### src/rtl/gof_pkg.sv
`timescale 1ns / 1ps
package gof_pkg;

   localparam int GOF_QUEUE_DEPTH = 4;

   typedef enum logic [1:0] {
      CMD_VTX  = 2'd0,
      CMD_ERR  = 2'd1,
      CMD_QUAD = 2'd2
   } gof_kind_type;

   // One entry from the parser to the vertex generator. A plain vertex uses
   // cx and cy; a quadratic segment uses all three points.
   typedef struct packed {
      gof_kind_type kind;
      logic [31:0]  ax;
      logic [31:0]  ay;
      logic [31:0]  bx;
      logic [31:0]  by;
      logic [31:0]  cx;
      logic [31:0]  cy;
      logic         new_contour;
      logic         first_contour;
      logic         drop_end;
   } gof_cmd_type;

   typedef struct packed {
      logic empty;
      logic full;
   } gof_qstat_type;

endpackage

### src/rtl/glyph_outline_flattener.sv
`timescale 1ns / 1ps
// Channel    Direction  Handshake            Payload
// req_       in         req_valid/req_stall  req_word, req_glyph_start
// rsp_       out        rsp_valid/rsp_stall  rsp_x_coord, rsp_y_coord, flags
//
// The parser takes one request per cycle while the command queue has room.
// A plain vertex or an error is loaded into the result register when it is
// popped from the queue head, once the result register is free; a quadratic
// segment passes the vertex generator states in order: ST_IDLE forms the
// numerators, ST_DIV1 and ST_DIV2 divide by nine (five digits, then four),
// and ST_EMIT1 to ST_EMIT3 emit its vertices, ST_EMIT3 skipped on drop_end.
// Reset is synchronous and clears the parser, queue and result valid.
// A stalled result holds the generator, and a full queue stalls requests.
module glyph_outline_flattener #(
   parameter int QUEUE_DEPTH = gof_pkg::GOF_QUEUE_DEPTH
) (
   input  logic               clock,
   input  logic               reset,
   input  logic               req_valid,
   output logic               req_stall,
   input  logic [31:0]        req_word,
   input  logic               req_glyph_start,
   output logic               rsp_valid,
   input  logic               rsp_stall,
   output logic signed [31:0] rsp_x_coord,
   output logic signed [31:0] rsp_y_coord,
   output logic               rsp_new_contour,
   output logic               rsp_first_contour,
   output logic               rsp_last_of_run,
   output logic               rsp_format_error
);
   import gof_pkg::*;

   gof_cmd_type   push_cmd, head_cmd;
   gof_qstat_type stat;
   logic          push, pop, accept;

   assign req_stall = stat.full;
   assign accept    = req_valid && !stat.full;

   gof_front u_front (
      .clock       (clock),
      .reset       (reset),
      .accept      (accept),
      .word        (req_word),
      .glyph_start (req_glyph_start),
      .push        (push),
      .push_cmd    (push_cmd)
   );

   gof_queue #(.DEPTH(QUEUE_DEPTH)) u_queue (
      .clock    (clock),
      .reset    (reset),
      .push     (push),
      .push_cmd (push_cmd),
      .pop      (pop),
      .head_cmd (head_cmd),
      .stat     (stat)
   );

   gof_back u_back (
      .clock             (clock),
      .reset             (reset),
      .head_cmd          (head_cmd),
      .stat              (stat),
      .pop               (pop),
      .rsp_valid         (rsp_valid),
      .rsp_stall         (rsp_stall),
      .rsp_x_coord       (rsp_x_coord),
      .rsp_y_coord       (rsp_y_coord),
      .rsp_new_contour   (rsp_new_contour),
      .rsp_first_contour (rsp_first_contour),
      .rsp_last_of_run   (rsp_last_of_run),
      .rsp_format_error  (rsp_format_error)
   );

endmodule

### src/rtl/gof_front.sv
`timescale 1ns / 1ps
module gof_front (
   input  logic              clock,
   input  logic              reset,
   input  logic              accept,
   input  logic [31:0]       word,
   input  logic              glyph_start,
   output logic              push,
   output gof_pkg::gof_cmd_type push_cmd
);
   import gof_pkg::*;

   typedef enum logic [6:0] {
      PH_CB   = 7'b0000001,
      PH_TYPE = 7'b0000010,
      PH_SX   = 7'b0000100,
      PH_SY   = 7'b0001000,
      PH_REC  = 7'b0010000,
      PH_PX   = 7'b0100000,
      PH_PY   = 7'b1000000
   } phase_type;

   phase_type   phase_ff, phase_in, phase_e;
   logic        err_ff, err_in, err_e;
   logic        first_ff, first_in, first_e;
   logic        ctrl_ff, ctrl_in;
   logic [31:0] bytes_ff, bytes_in;
   logic [1:0]  kind_ff, kind_in;
   logic [15:0] points_ff, points_in;
   logic [31:0] start_x_ff, start_x_in, start_y_ff, start_y_in;
   logic [31:0] cur_x_ff, cur_x_in, cur_y_ff, cur_y_in;
   logic [31:0] ctl_x_ff, ctl_x_in, ctl_y_ff, ctl_y_in;
   logic [31:0] held_x_ff, held_x_in;

   logic [15:0] cnt;
   logic [31:0] rec_size;
   logic [15:0] points_dec;
   logic        last;
   logic [32:0] mid_x, mid_y;
   logic [31:0] c_x, c_y;

   assign phase_e = glyph_start ? PH_CB : phase_ff;
   assign err_e   = glyph_start ? 1'b0 : err_ff;
   assign first_e = glyph_start ? 1'b1 : first_ff;

   assign cnt        = word[31:16];
   assign rec_size   = {13'd0, cnt, 3'd0} + 32'd4;
   assign points_dec = points_ff - 16'd1;
   assign last       = (points_dec == 16'd0);
   assign mid_x      = {ctl_x_ff[31], ctl_x_ff} + {held_x_ff[31], held_x_ff};
   assign mid_y      = {ctl_y_ff[31], ctl_y_ff} + {word[31], word};
   assign c_x        = last ? held_x_ff : mid_x[32:1];
   assign c_y        = last ? word : mid_y[32:1];

   always_comb begin
      phase_in   = phase_ff;
      err_in     = err_ff;
      first_in   = first_ff;
      ctrl_in    = ctrl_ff;
      bytes_in   = bytes_ff;
      kind_in    = kind_ff;
      points_in  = points_ff;
      start_x_in = start_x_ff;
      start_y_in = start_y_ff;
      cur_x_in   = cur_x_ff;
      cur_y_in   = cur_y_ff;
      ctl_x_in   = ctl_x_ff;
      ctl_y_in   = ctl_y_ff;
      held_x_in  = held_x_ff;
      push       = 1'b0;
      push_cmd   = '0;
      push_cmd.ax = cur_x_ff;
      push_cmd.ay = cur_y_ff;
      push_cmd.bx = ctl_x_ff;
      push_cmd.by = ctl_y_ff;
      if (accept) begin
         phase_in = phase_e;
         err_in   = err_e;
         first_in = first_e;
         if (glyph_start) begin
            ctrl_in = 1'b0;
         end
         if (!err_e) begin
            unique case (phase_e)
               PH_CB: begin
                  bytes_in = (word > 32'd16) ? word - 32'd16 : 32'd0;
                  phase_in = PH_TYPE;
               end
               PH_TYPE: begin
                  phase_in = PH_SX;
               end
               PH_SX: begin
                  start_x_in = word;
                  phase_in   = PH_SY;
               end
               PH_SY: begin
                  start_y_in = word;
                  cur_x_in   = start_x_ff;
                  cur_y_in   = word;
                  push       = 1'b1;
                  push_cmd.kind          = CMD_VTX;
                  push_cmd.cx            = start_x_ff;
                  push_cmd.cy            = word;
                  push_cmd.new_contour   = 1'b1;
                  push_cmd.first_contour = first_e;
                  first_in = 1'b0;
                  phase_in = (bytes_ff == 32'd0) ? PH_CB : PH_REC;
               end
               PH_REC: begin
                  if (cnt == 16'd0 || rec_size > bytes_ff) begin
                     err_in        = 1'b1;
                     push          = 1'b1;
                     push_cmd      = '0;
                     push_cmd.kind = CMD_ERR;
                  end else begin
                     bytes_in  = bytes_ff - rec_size;
                     kind_in   = (word[15:0] == 16'd1) ? 2'd1 :
                                 (word[15:0] == 16'd2) ? 2'd2 : 2'd0;
                     points_in = cnt;
                     ctrl_in   = 1'b0;
                     phase_in  = PH_PX;
                  end
               end
               PH_PX: begin
                  held_x_in = word;
                  phase_in  = PH_PY;
               end
               PH_PY: begin
                  points_in = points_dec;
                  if (kind_ff == 2'd1) begin
                     push          = 1'b1;
                     push_cmd.kind = CMD_VTX;
                     push_cmd.cx   = held_x_ff;
                     push_cmd.cy   = word;
                     cur_x_in      = held_x_ff;
                     cur_y_in      = word;
                  end else if (kind_ff == 2'd2) begin
                     if (!ctrl_ff) begin
                        ctl_x_in = held_x_ff;
                        ctl_y_in = word;
                        ctrl_in  = 1'b1;
                     end else begin
                        push              = 1'b1;
                        push_cmd.kind     = CMD_QUAD;
                        push_cmd.cx       = c_x;
                        push_cmd.cy       = c_y;
                        push_cmd.drop_end = last && (bytes_ff == 32'd0) &&
                                            (c_x == start_x_ff) && (c_y == start_y_ff);
                        cur_x_in = c_x;
                        cur_y_in = c_y;
                        ctl_x_in = held_x_ff;
                        ctl_y_in = word;
                     end
                  end
                  if (last) begin
                     phase_in = (bytes_ff == 32'd0) ? PH_CB : PH_REC;
                  end else begin
                     phase_in = PH_PX;
                  end
               end
               default: begin
                  phase_in = PH_CB;
               end
            endcase
         end
      end
   end

   always_ff @(posedge clock) begin
      if (reset) begin
         phase_ff   <= PH_CB;
         err_ff     <= 1'b0;
         first_ff   <= 1'b1;
         ctrl_ff    <= 1'b0;
         bytes_ff   <= '0;
         kind_ff    <= '0;
         points_ff  <= '0;
         start_x_ff <= '0;
         start_y_ff <= '0;
         cur_x_ff   <= '0;
         cur_y_ff   <= '0;
         ctl_x_ff   <= '0;
         ctl_y_ff   <= '0;
         held_x_ff  <= '0;
      end else begin
         phase_ff   <= phase_in;
         err_ff     <= err_in;
         first_ff   <= first_in;
         ctrl_ff    <= ctrl_in;
         bytes_ff   <= bytes_in;
         kind_ff    <= kind_in;
         points_ff  <= points_in;
         start_x_ff <= start_x_in;
         start_y_ff <= start_y_in;
         cur_x_ff   <= cur_x_in;
         cur_y_ff   <= cur_y_in;
         ctl_x_ff   <= ctl_x_in;
         ctl_y_ff   <= ctl_y_in;
         held_x_ff  <= held_x_in;
      end
   end

endmodule

### src/rtl/gof_queue.sv
`timescale 1ns / 1ps
module gof_queue #(
   parameter int DEPTH = gof_pkg::GOF_QUEUE_DEPTH
) (
   input  logic                  clock,
   input  logic                  reset,
   input  logic                  push,
   input  gof_pkg::gof_cmd_type  push_cmd,
   input  logic                  pop,
   output gof_pkg::gof_cmd_type  head_cmd,
   output gof_pkg::gof_qstat_type stat
);
   import gof_pkg::*;

   localparam int PW = (DEPTH > 1) ? $clog2(DEPTH) : 1;
   localparam int CW = $clog2(DEPTH + 1);

   gof_cmd_type   mem [DEPTH];
   logic [PW-1:0] wr_ff, wr_in, rd_ff, rd_in;
   logic [CW-1:0] count_ff, count_in;

   function automatic logic [PW-1:0] inc(input logic [PW-1:0] p);
      return (p == PW'(DEPTH - 1)) ? '0 : p + PW'(1);
   endfunction

   assign stat.empty = (count_ff == '0);
   assign stat.full  = (count_ff == CW'(DEPTH));
   assign head_cmd   = mem[rd_ff];

   always_comb begin
      wr_in    = push ? inc(wr_ff) : wr_ff;
      rd_in    = pop ? inc(rd_ff) : rd_ff;
      count_in = count_ff + CW'(push) - CW'(pop);
   end

   always_ff @(posedge clock) begin
      if (push) begin
         mem[wr_ff] <= push_cmd;
      end
   end

   always_ff @(posedge clock) begin
      if (reset) begin
         wr_ff    <= '0;
         rd_ff    <= '0;
         count_ff <= '0;
      end else begin
         wr_ff    <= wr_in;
         rd_ff    <= rd_in;
         count_ff <= count_in;
      end
   end

endmodule

### src/rtl/gof_back.sv
`timescale 1ns / 1ps
module gof_back (
   input  logic                   clock,
   input  logic                   reset,
   input  gof_pkg::gof_cmd_type   head_cmd,
   input  gof_pkg::gof_qstat_type stat,
   output logic                   pop,
   output logic                   rsp_valid,
   input  logic                   rsp_stall,
   output logic signed [31:0]     rsp_x_coord,
   output logic signed [31:0]     rsp_y_coord,
   output logic                   rsp_new_contour,
   output logic                   rsp_first_contour,
   output logic                   rsp_last_of_run,
   output logic                   rsp_format_error
);
   import gof_pkg::*;

   typedef enum logic [5:0] {
      ST_IDLE  = 6'b000001,
      ST_DIV1  = 6'b000010,
      ST_DIV2  = 6'b000100,
      ST_EMIT1 = 6'b001000,
      ST_EMIT2 = 6'b010000,
      ST_EMIT3 = 6'b100000
   } state_type;

   // Adding nine times 2^32 keeps the numerator positive and drops out of the
   // low 32 quotient bits; the extra 4 rounds the divide by nine to nearest.
   localparam logic signed [37:0] BIAS = 38'sh9_0000_0004;

   state_type   state_ff, state_in;
   logic [35:0] num_ff [4];
   logic [35:0] num_in [4];
   logic [19:0] qhi_ff [4];
   logic [19:0] qhi_in [4];
   logic [3:0]  rem_ff [4];
   logic [3:0]  rem_in [4];
   logic [31:0] quo_ff [4];
   logic [31:0] quo_in [4];
   logic [31:0] c_x_ff, c_x_in, c_y_ff, c_y_in;
   logic        drop_ff, drop_in;

   logic        out_free, load;
   logic        valid_ff, valid_in;
   logic [31:0] x_ff, x_in, y_ff, y_in;
   logic        nc_ff, nc_in, fc_ff, fc_in, last_ff, last_in, err_ff, err_in;

   function automatic logic [7:0] digit9(input logic [3:0] r, input logic [3:0] d);
      logic [7:0] v;
      logic [3:0] q;
      v = {r, d};
      q = 4'd0;
      for (int k = 1; k < 16; k++) begin
         if (v >= 8'(9 * k)) begin
            q = 4'(k);
         end
      end
      return {q, 4'(v - 8'(9 * q))};
   endfunction

   function automatic logic [23:0] div_hi(input logic [35:0] n);
      logic [3:0]  r;
      logic [19:0] q;
      logic [7:0]  s;
      r = 4'd0;
      q = '0;
      for (int k = 0; k < 5; k++) begin
         s = digit9(r, n[35 - 4 * k -: 4]);
         q = {q[15:0], s[7:4]};
         r = s[3:0];
      end
      return {q, r};
   endfunction

   function automatic logic [15:0] div_lo(input logic [3:0] r0, input logic [15:0] n);
      logic [3:0]  r;
      logic [15:0] q;
      logic [7:0]  s;
      r = r0;
      q = '0;
      for (int k = 0; k < 4; k++) begin
         s = digit9(r, n[15 - 4 * k -: 4]);
         q = {q[11:0], s[7:4]};
         r = s[3:0];
      end
      return q;
   endfunction

   function automatic logic [35:0] numer(input logic [31:0] p, input logic [31:0] q,
                                         input logic [31:0] c, input logic quad_first);
      logic signed [37:0] sp, sq, sc, sum;
      sp = 38'(signed'(p));
      sq = 38'(signed'(q));
      sc = 38'(signed'(c));
      if (quad_first) begin
         sum = (sp <<< 2) + (sq <<< 2) + sc + BIAS;
      end else begin
         sum = sp + (sq <<< 2) + (sc <<< 2) + BIAS;
      end
      return sum[35:0];
   endfunction

   assign out_free = !valid_ff || !rsp_stall;

   always_comb begin
      state_in = state_ff;
      pop      = 1'b0;
      load     = 1'b0;
      x_in     = x_ff;
      y_in     = y_ff;
      nc_in    = 1'b0;
      fc_in    = 1'b0;
      last_in  = 1'b0;
      err_in   = 1'b0;
      c_x_in   = c_x_ff;
      c_y_in   = c_y_ff;
      drop_in  = drop_ff;
      for (int i = 0; i < 4; i++) begin
         num_in[i] = num_ff[i];
         qhi_in[i] = qhi_ff[i];
         rem_in[i] = rem_ff[i];
         quo_in[i] = quo_ff[i];
      end
      unique case (state_ff)
         ST_IDLE: begin
            if (!stat.empty) begin
               if (head_cmd.kind == CMD_QUAD) begin
                  pop       = 1'b1;
                  num_in[0] = numer(head_cmd.ax, head_cmd.bx, head_cmd.cx, 1'b1);
                  num_in[1] = numer(head_cmd.ay, head_cmd.by, head_cmd.cy, 1'b1);
                  num_in[2] = numer(head_cmd.ax, head_cmd.bx, head_cmd.cx, 1'b0);
                  num_in[3] = numer(head_cmd.ay, head_cmd.by, head_cmd.cy, 1'b0);
                  c_x_in    = head_cmd.cx;
                  c_y_in    = head_cmd.cy;
                  drop_in   = head_cmd.drop_end;
                  state_in  = ST_DIV1;
               end else if (out_free) begin
                  pop     = 1'b1;
                  load    = 1'b1;
                  last_in = 1'b1;
                  if (head_cmd.kind == CMD_ERR) begin
                     x_in   = '0;
                     y_in   = '0;
                     err_in = 1'b1;
                  end else begin
                     x_in  = head_cmd.cx;
                     y_in  = head_cmd.cy;
                     nc_in = head_cmd.new_contour;
                     fc_in = head_cmd.first_contour;
                  end
               end
            end
         end
         ST_DIV1: begin
            for (int i = 0; i < 4; i++) begin
               {qhi_in[i], rem_in[i]} = div_hi(num_ff[i]);
            end
            state_in = ST_DIV2;
         end
         ST_DIV2: begin
            for (int i = 0; i < 4; i++) begin
               quo_in[i] = {qhi_ff[i][15:0], div_lo(rem_ff[i], num_ff[i][15:0])};
            end
            state_in = ST_EMIT1;
         end
         ST_EMIT1: begin
            if (out_free) begin
               load     = 1'b1;
               x_in     = quo_ff[0];
               y_in     = quo_ff[1];
               state_in = ST_EMIT2;
            end
         end
         ST_EMIT2: begin
            if (out_free) begin
               load     = 1'b1;
               x_in     = quo_ff[2];
               y_in     = quo_ff[3];
               last_in  = drop_ff;
               state_in = drop_ff ? ST_IDLE : ST_EMIT3;
            end
         end
         ST_EMIT3: begin
            if (out_free) begin
               load     = 1'b1;
               x_in     = c_x_ff;
               y_in     = c_y_ff;
               last_in  = 1'b1;
               state_in = ST_IDLE;
            end
         end
         default: begin
            state_in = ST_IDLE;
         end
      endcase
      valid_in = out_free ? load : valid_ff;
   end

   always_ff @(posedge clock) begin
      for (int i = 0; i < 4; i++) begin
         num_ff[i] <= num_in[i];
         qhi_ff[i] <= qhi_in[i];
         rem_ff[i] <= rem_in[i];
         quo_ff[i] <= quo_in[i];
      end
      c_x_ff  <= c_x_in;
      c_y_ff  <= c_y_in;
      drop_ff <= drop_in;
      if (load) begin
         x_ff    <= x_in;
         y_ff    <= y_in;
         nc_ff   <= nc_in;
         fc_ff   <= fc_in;
         last_ff <= last_in;
         err_ff  <= err_in;
      end
   end

   always_ff @(posedge clock) begin
      if (reset) begin
         state_ff <= ST_IDLE;
         valid_ff <= 1'b0;
      end else begin
         state_ff <= state_in;
         valid_ff <= valid_in;
      end
   end

   assign rsp_valid         = valid_ff;
   assign rsp_x_coord       = signed'(x_ff);
   assign rsp_y_coord       = signed'(y_ff);
   assign rsp_new_contour   = nc_ff;
   assign rsp_first_contour = fc_ff;
   assign rsp_last_of_run   = last_ff;
   assign rsp_format_error  = err_ff;

endmodule

### config.mk
export PLATFORM = sky130hd
export DESIGN_NAME = glyph_outline_flattener
export DESIGN_NICKNAME = d
export VERILOG_FILES = /design/src/rtl/gof_pkg.sv /design/src/rtl/glyph_outline_flattener.sv /design/src/rtl/gof_front.sv /design/src/rtl/gof_queue.sv /design/src/rtl/gof_back.sv
export SDC_FILE = /design/constraint.sdc
export NUM_CORES = 2
export LEC_CHECK = 0
export BUFFER_PORTS_ARGS = -buffer_cell sky130_fd_sc_hd__buf_2
export CELL_PAD_IN_SITES_DETAIL_PLACEMENT = 0
export CELL_PAD_IN_SITES_GLOBAL_PLACEMENT = 2
export CORE_ASPECT_RATIO = 1.75
export CORE_MARGIN = 2
export CORE_UTILIZATION = 49
export CTS_BUF_LIST = sky130_fd_sc_hd__clkbuf_4
export CTS_CLUSTER_DIAMETER = 60
export CTS_CLUSTER_SIZE = 16
export DETAILED_ROUTE_END_ITERATION = 8
export PLACE_DENSITY = 0.87
export SYNTH_ARGS = -nofsm -noshare
export SYNTH_HDL_FRONTEND = slang
export SYNTH_SLANG_ARGS = --single-unit
### constraint.sdc
create_clock -name clock -period 22.2 [get_ports clock]
set_clock_uncertainty 0.2 [all_clocks]
set_input_delay 2.22 -clock clock [delete_from_list [all_inputs] [get_ports clock]]
set_output_delay 2.22 -clock clock [all_outputs]
set_load 0.01 [all_outputs]
==> flow_metrics.py <==
metrics = {
    "place": {
        "dp_hpwl_mm": 173.4,
        "port-buffer-count": 106,
        "post-place-cells": 10126,
        "gp_congestion": 0.9134,
    },
    "detailed_routing": {
        "ant_nets": 0,
        "dr.first_iter.drc_count": 5463,
        "remaining_drc_errors": 0,
        "vias_per_cell": 5.969,
        "drt-total-wl_mm": 240.4,
        "avgRoutedWirePerCell_um": 23.17,
        "drtPass1Iterations": 9,
        "vias": 61938,
    },
    "worst_setup_path": {
        "rr_startpoint": "u_back.num_ff[3][34]",
        "cp.arrival_ns": 15.50,
        "required_ns": 22.93,
        "cp_max_fo": 9,
        "critical_path_class": "register to register",
        "cp-end-kind": "register",
        "crit_path_start_kind": "register",
        "r2r_cells": 63,
        "r2r_end": "u_back.rem_ff[3][3]",
        "slowest_delay_ns": 0.68,
        "r2r_slack_ns": 7.43,
        "startpoint": "u_back.num_ff[3][34]",
        "crit_slowest_cell": "fa_1",
        "crit_top_cell": "inv_1",
    },
    "logic_synthesis": {
        "syn_inst": 7933,
        "synthArstFlopShare": 0,
        "synth-seq-cells": 1569,
        "synth_cell_type_count": 117,
        "synth.avg_cell_area_um2": 11.31,
        "synth_warnings": 0,
        "mappedNetlistArea_um2": 89710,
        "synth_area_leaders": "edfxtp_1, ha_1, dfxtp_1",
        "synth_edf_count": 1269,
        "synthTopCellsByCount": "edfxtp_1, nand2_1, a21oi_1, nor2_1, ha_1",
        "yosysTopAreaCellShare": 0.4248,
        "yosysMostFrequentCell": "edfxtp_1",
        "synth_flop_cell": "edfxtp_1",
        "synth_area_leader_cell": "edfxtp_1",
        "syn-num-nets": 8663,
        "yosysSeqAreaShare": 0.4917,
    },
    "timing": {
        "hold_viol_final": 0,
        "max_freq_mhz": 67.70,
        "setup-violations-final": 0,
        "maxSlewHeadroom": 0.1216,
        "tns_ns": 0,
        "post-route-min-period_ns": 14.77,
        "min_period_over_period": 0.6654,
        "worstMarginPinSlew_ns": 1.307,
        "rsz0062_at_grt": "no",
        "drv_slew": 0,
    },
    "global_route": {
        "grt.overflow.total": 0,
        "grt_pass1_vias": 61229,
        "antenna_found_initial": 8,
        "grt_use_total": 0.2555,
        "grt_first_pass_wirelength_mm": 368.5,
        "grt_max_degree": 182,
    },
    "min_path": {
        "hold_depth": 0,
        "worstHoldStart": "u_back.qhi_ff[2][5]",
        "hold_end": "u_back.quo_ff[2][21]",
        "hold_path.class": "register to register",
    },
    "floorplan": {
        "die_w_um": 327.4,
        "core_region_area_um2": 181800,
        "start_util": 0.4934,
        "die-height_um": 570.0,
        "ios": 107,
        "rows": 207,
        "die_area_um2": 186700,
    },
    "finish": {
        "nets": 8599,
        "area_growth_pct": 5.379,
        "fillers": 16004,
        "layout-drive-gt1-share": 0.09581,
        "instances_no_fill": 10377,
    },
    "clock_tree": {
        "cts_buffers": 144,
        "cts_resized": 0,
        "clkSlewWorstSetupHoldPaths_ns": 0.17,
        "cts_tree": "built",
        "root_buffer": "clkbuf_4",
        "cts.sinks": 1569,
        "clock_path_buffers": 4,
        "worst_skew_pair.late_latency_ns": 1.21,
        "cts_hold_buf": 0,
        "cts_max_level": 4,
        "postCtsSetupRepairBufs": 0,
    },
    "status": {
        "status": "complete, no violations",
    },
    "flow_run": {
        "maxCapViolCount": 0,
    },
}
critical path: cells and delay by family, from the launching register on:
kind                       cells  cell delay [ns]
adders and majority gates     15             5.52
AOI/OAI and AO/OA             21             3.93
and+or+nand+nor                9             1.64
xor gates and xnor gates       8             1.48
buffers and inverters          9             0.80
DFF                            1             0.57
muxes                          1             0.38
layout by cell type (no fill, tap or decap), types with 32 or more instances in the layout:
cell type,netlist,final
o21bai_1,41,41
nand3_1,134,134
a211oi_1,71,71
or3_1,36,36
o31ai_1,38,38
nand2_1,826,826
ha_1,501,501
o21a_1,56,56
inv_1,368,367
nor4_1,48,47
dfxtp_1,300,298
a222oi_1,86,86
a21oi_1,618,617
clkbuf_4,0,189
a22oi_1,32,32
and3_1,36,36
edfxtp_1,1269,1269
xor2_1,147,147
mux4_2,197,197
and2_1,57,52
mux2i_1,43,43
a21o_1,87,86
buf_2,12,105
nor2b_1,175,175
o21ai_0,426,425
nand2b_1,83,82
o211ai_1,49,49
a31oi_1,67,67
fa_1,192,192
nand4_1,40,40
xnor2_1,333,333
nor2_1,520,518
buf_4,5,79
nor3_1,141,140
logic make-up (layout without fill, tap and decap cells):
kind of cell	count (synthesis)	after routing	share of synthesized area
buffers and inverters	772	803	0.03276
adder cells (fa/ha/maj)	722	722	0.1160
flip-flops	1569	1569	0.4917
AO/OA/AOI/OAI	1887	1887	0.1351
AND/OR/NAND/NOR	2223	2223	0.1167
XOR/XNOR	497	497	0.05021
multiplexers	263	263	0.05750
other	0	10	0
sequential cells by signal, indices dropped and copies added (netlist names), 3 cells and up, named ones only:
register            count
u_back.c_y_ff          32
u_back.state_ff         6
u_back.rsp_y_coord     32
u_front.start_y_ff     32
u_queue.mem           788
u_back.quo_ff         128
u_back.num_ff         140
u_front.phase_ff        7
u_front.ctl_y_ff       32
u_front.cur_x_ff       32
u_front.held_x_ff      32
u_back.qhi_ff          64
u_back.rsp_x_coord     32
u_front.points_ff      16
u_front.ctl_x_ff       32
u_front.cur_y_ff       32
u_front.start_x_ff     32
u_front.bytes_ff       32
u_back.c_x_ff          32
u_queue.count_ff        3
u_back.rem_ff          16
routing by layer:
layer,track usage,part of all wire
met5,0,0.000054
met4,0.1131,0.049
met3,0.02478,0.043
met2,0.4410,0.50
met1,0.3257,0.41
worst max-delay path by stage:
stage | end | slack, ns
after floorplan | u_back.rem_ff[3][3] | 9.01
after global placement | u_back.rem_ff[3][3] | 7.62
after detailed placement | u_back.rem_ff[3][3] | 7.46
after CTS | u_back.rem_ff[3][3] | 7.41
after global routing | u_back.rem_ff[3][3] | 6.10
final | u_back.rem_ff[3][3] | 7.43
stage by stage:
step                      setup WS [ns]  cell area (um^2)    util  hold WS, ns
final                             7.429             94540  0.5200       0.1901
after global routing              6.100             94530  0.5199       0.1902
after CTS                         7.409             94510  0.5198       0.1877
after detailed placement          7.461             92490  0.5087       0.2054
after global placement            7.619             92490  0.5087       0.2025
after floorplan                   9.006             89710       -       0.2003
area by class of cell:
| type | count | area [um^2] | share of cell area |
|---|---|---|---|
| clock buffers | 189 | 1419 | 0.01501 |
| well taps | 2403 | 3007 | 0.03180 |
| repair buffers | 189 | 1214 | 0.01284 |
| clock inverters | 52 | 601.8 | 0.006366 |
| inverters | 373 | 1400 | 0.01481 |
| diodes | 10 | 25.02 | 0.0002647 |
| multi-input cells | 5592 | 42750 | 0.4522 |
| flip-flops and latches | 1569 | 44120 | 0.4667 |
Power is left out: the tool's default activity adds up to more than one toggle a clock period on the data nets, which glitch-free logic cannot reach.
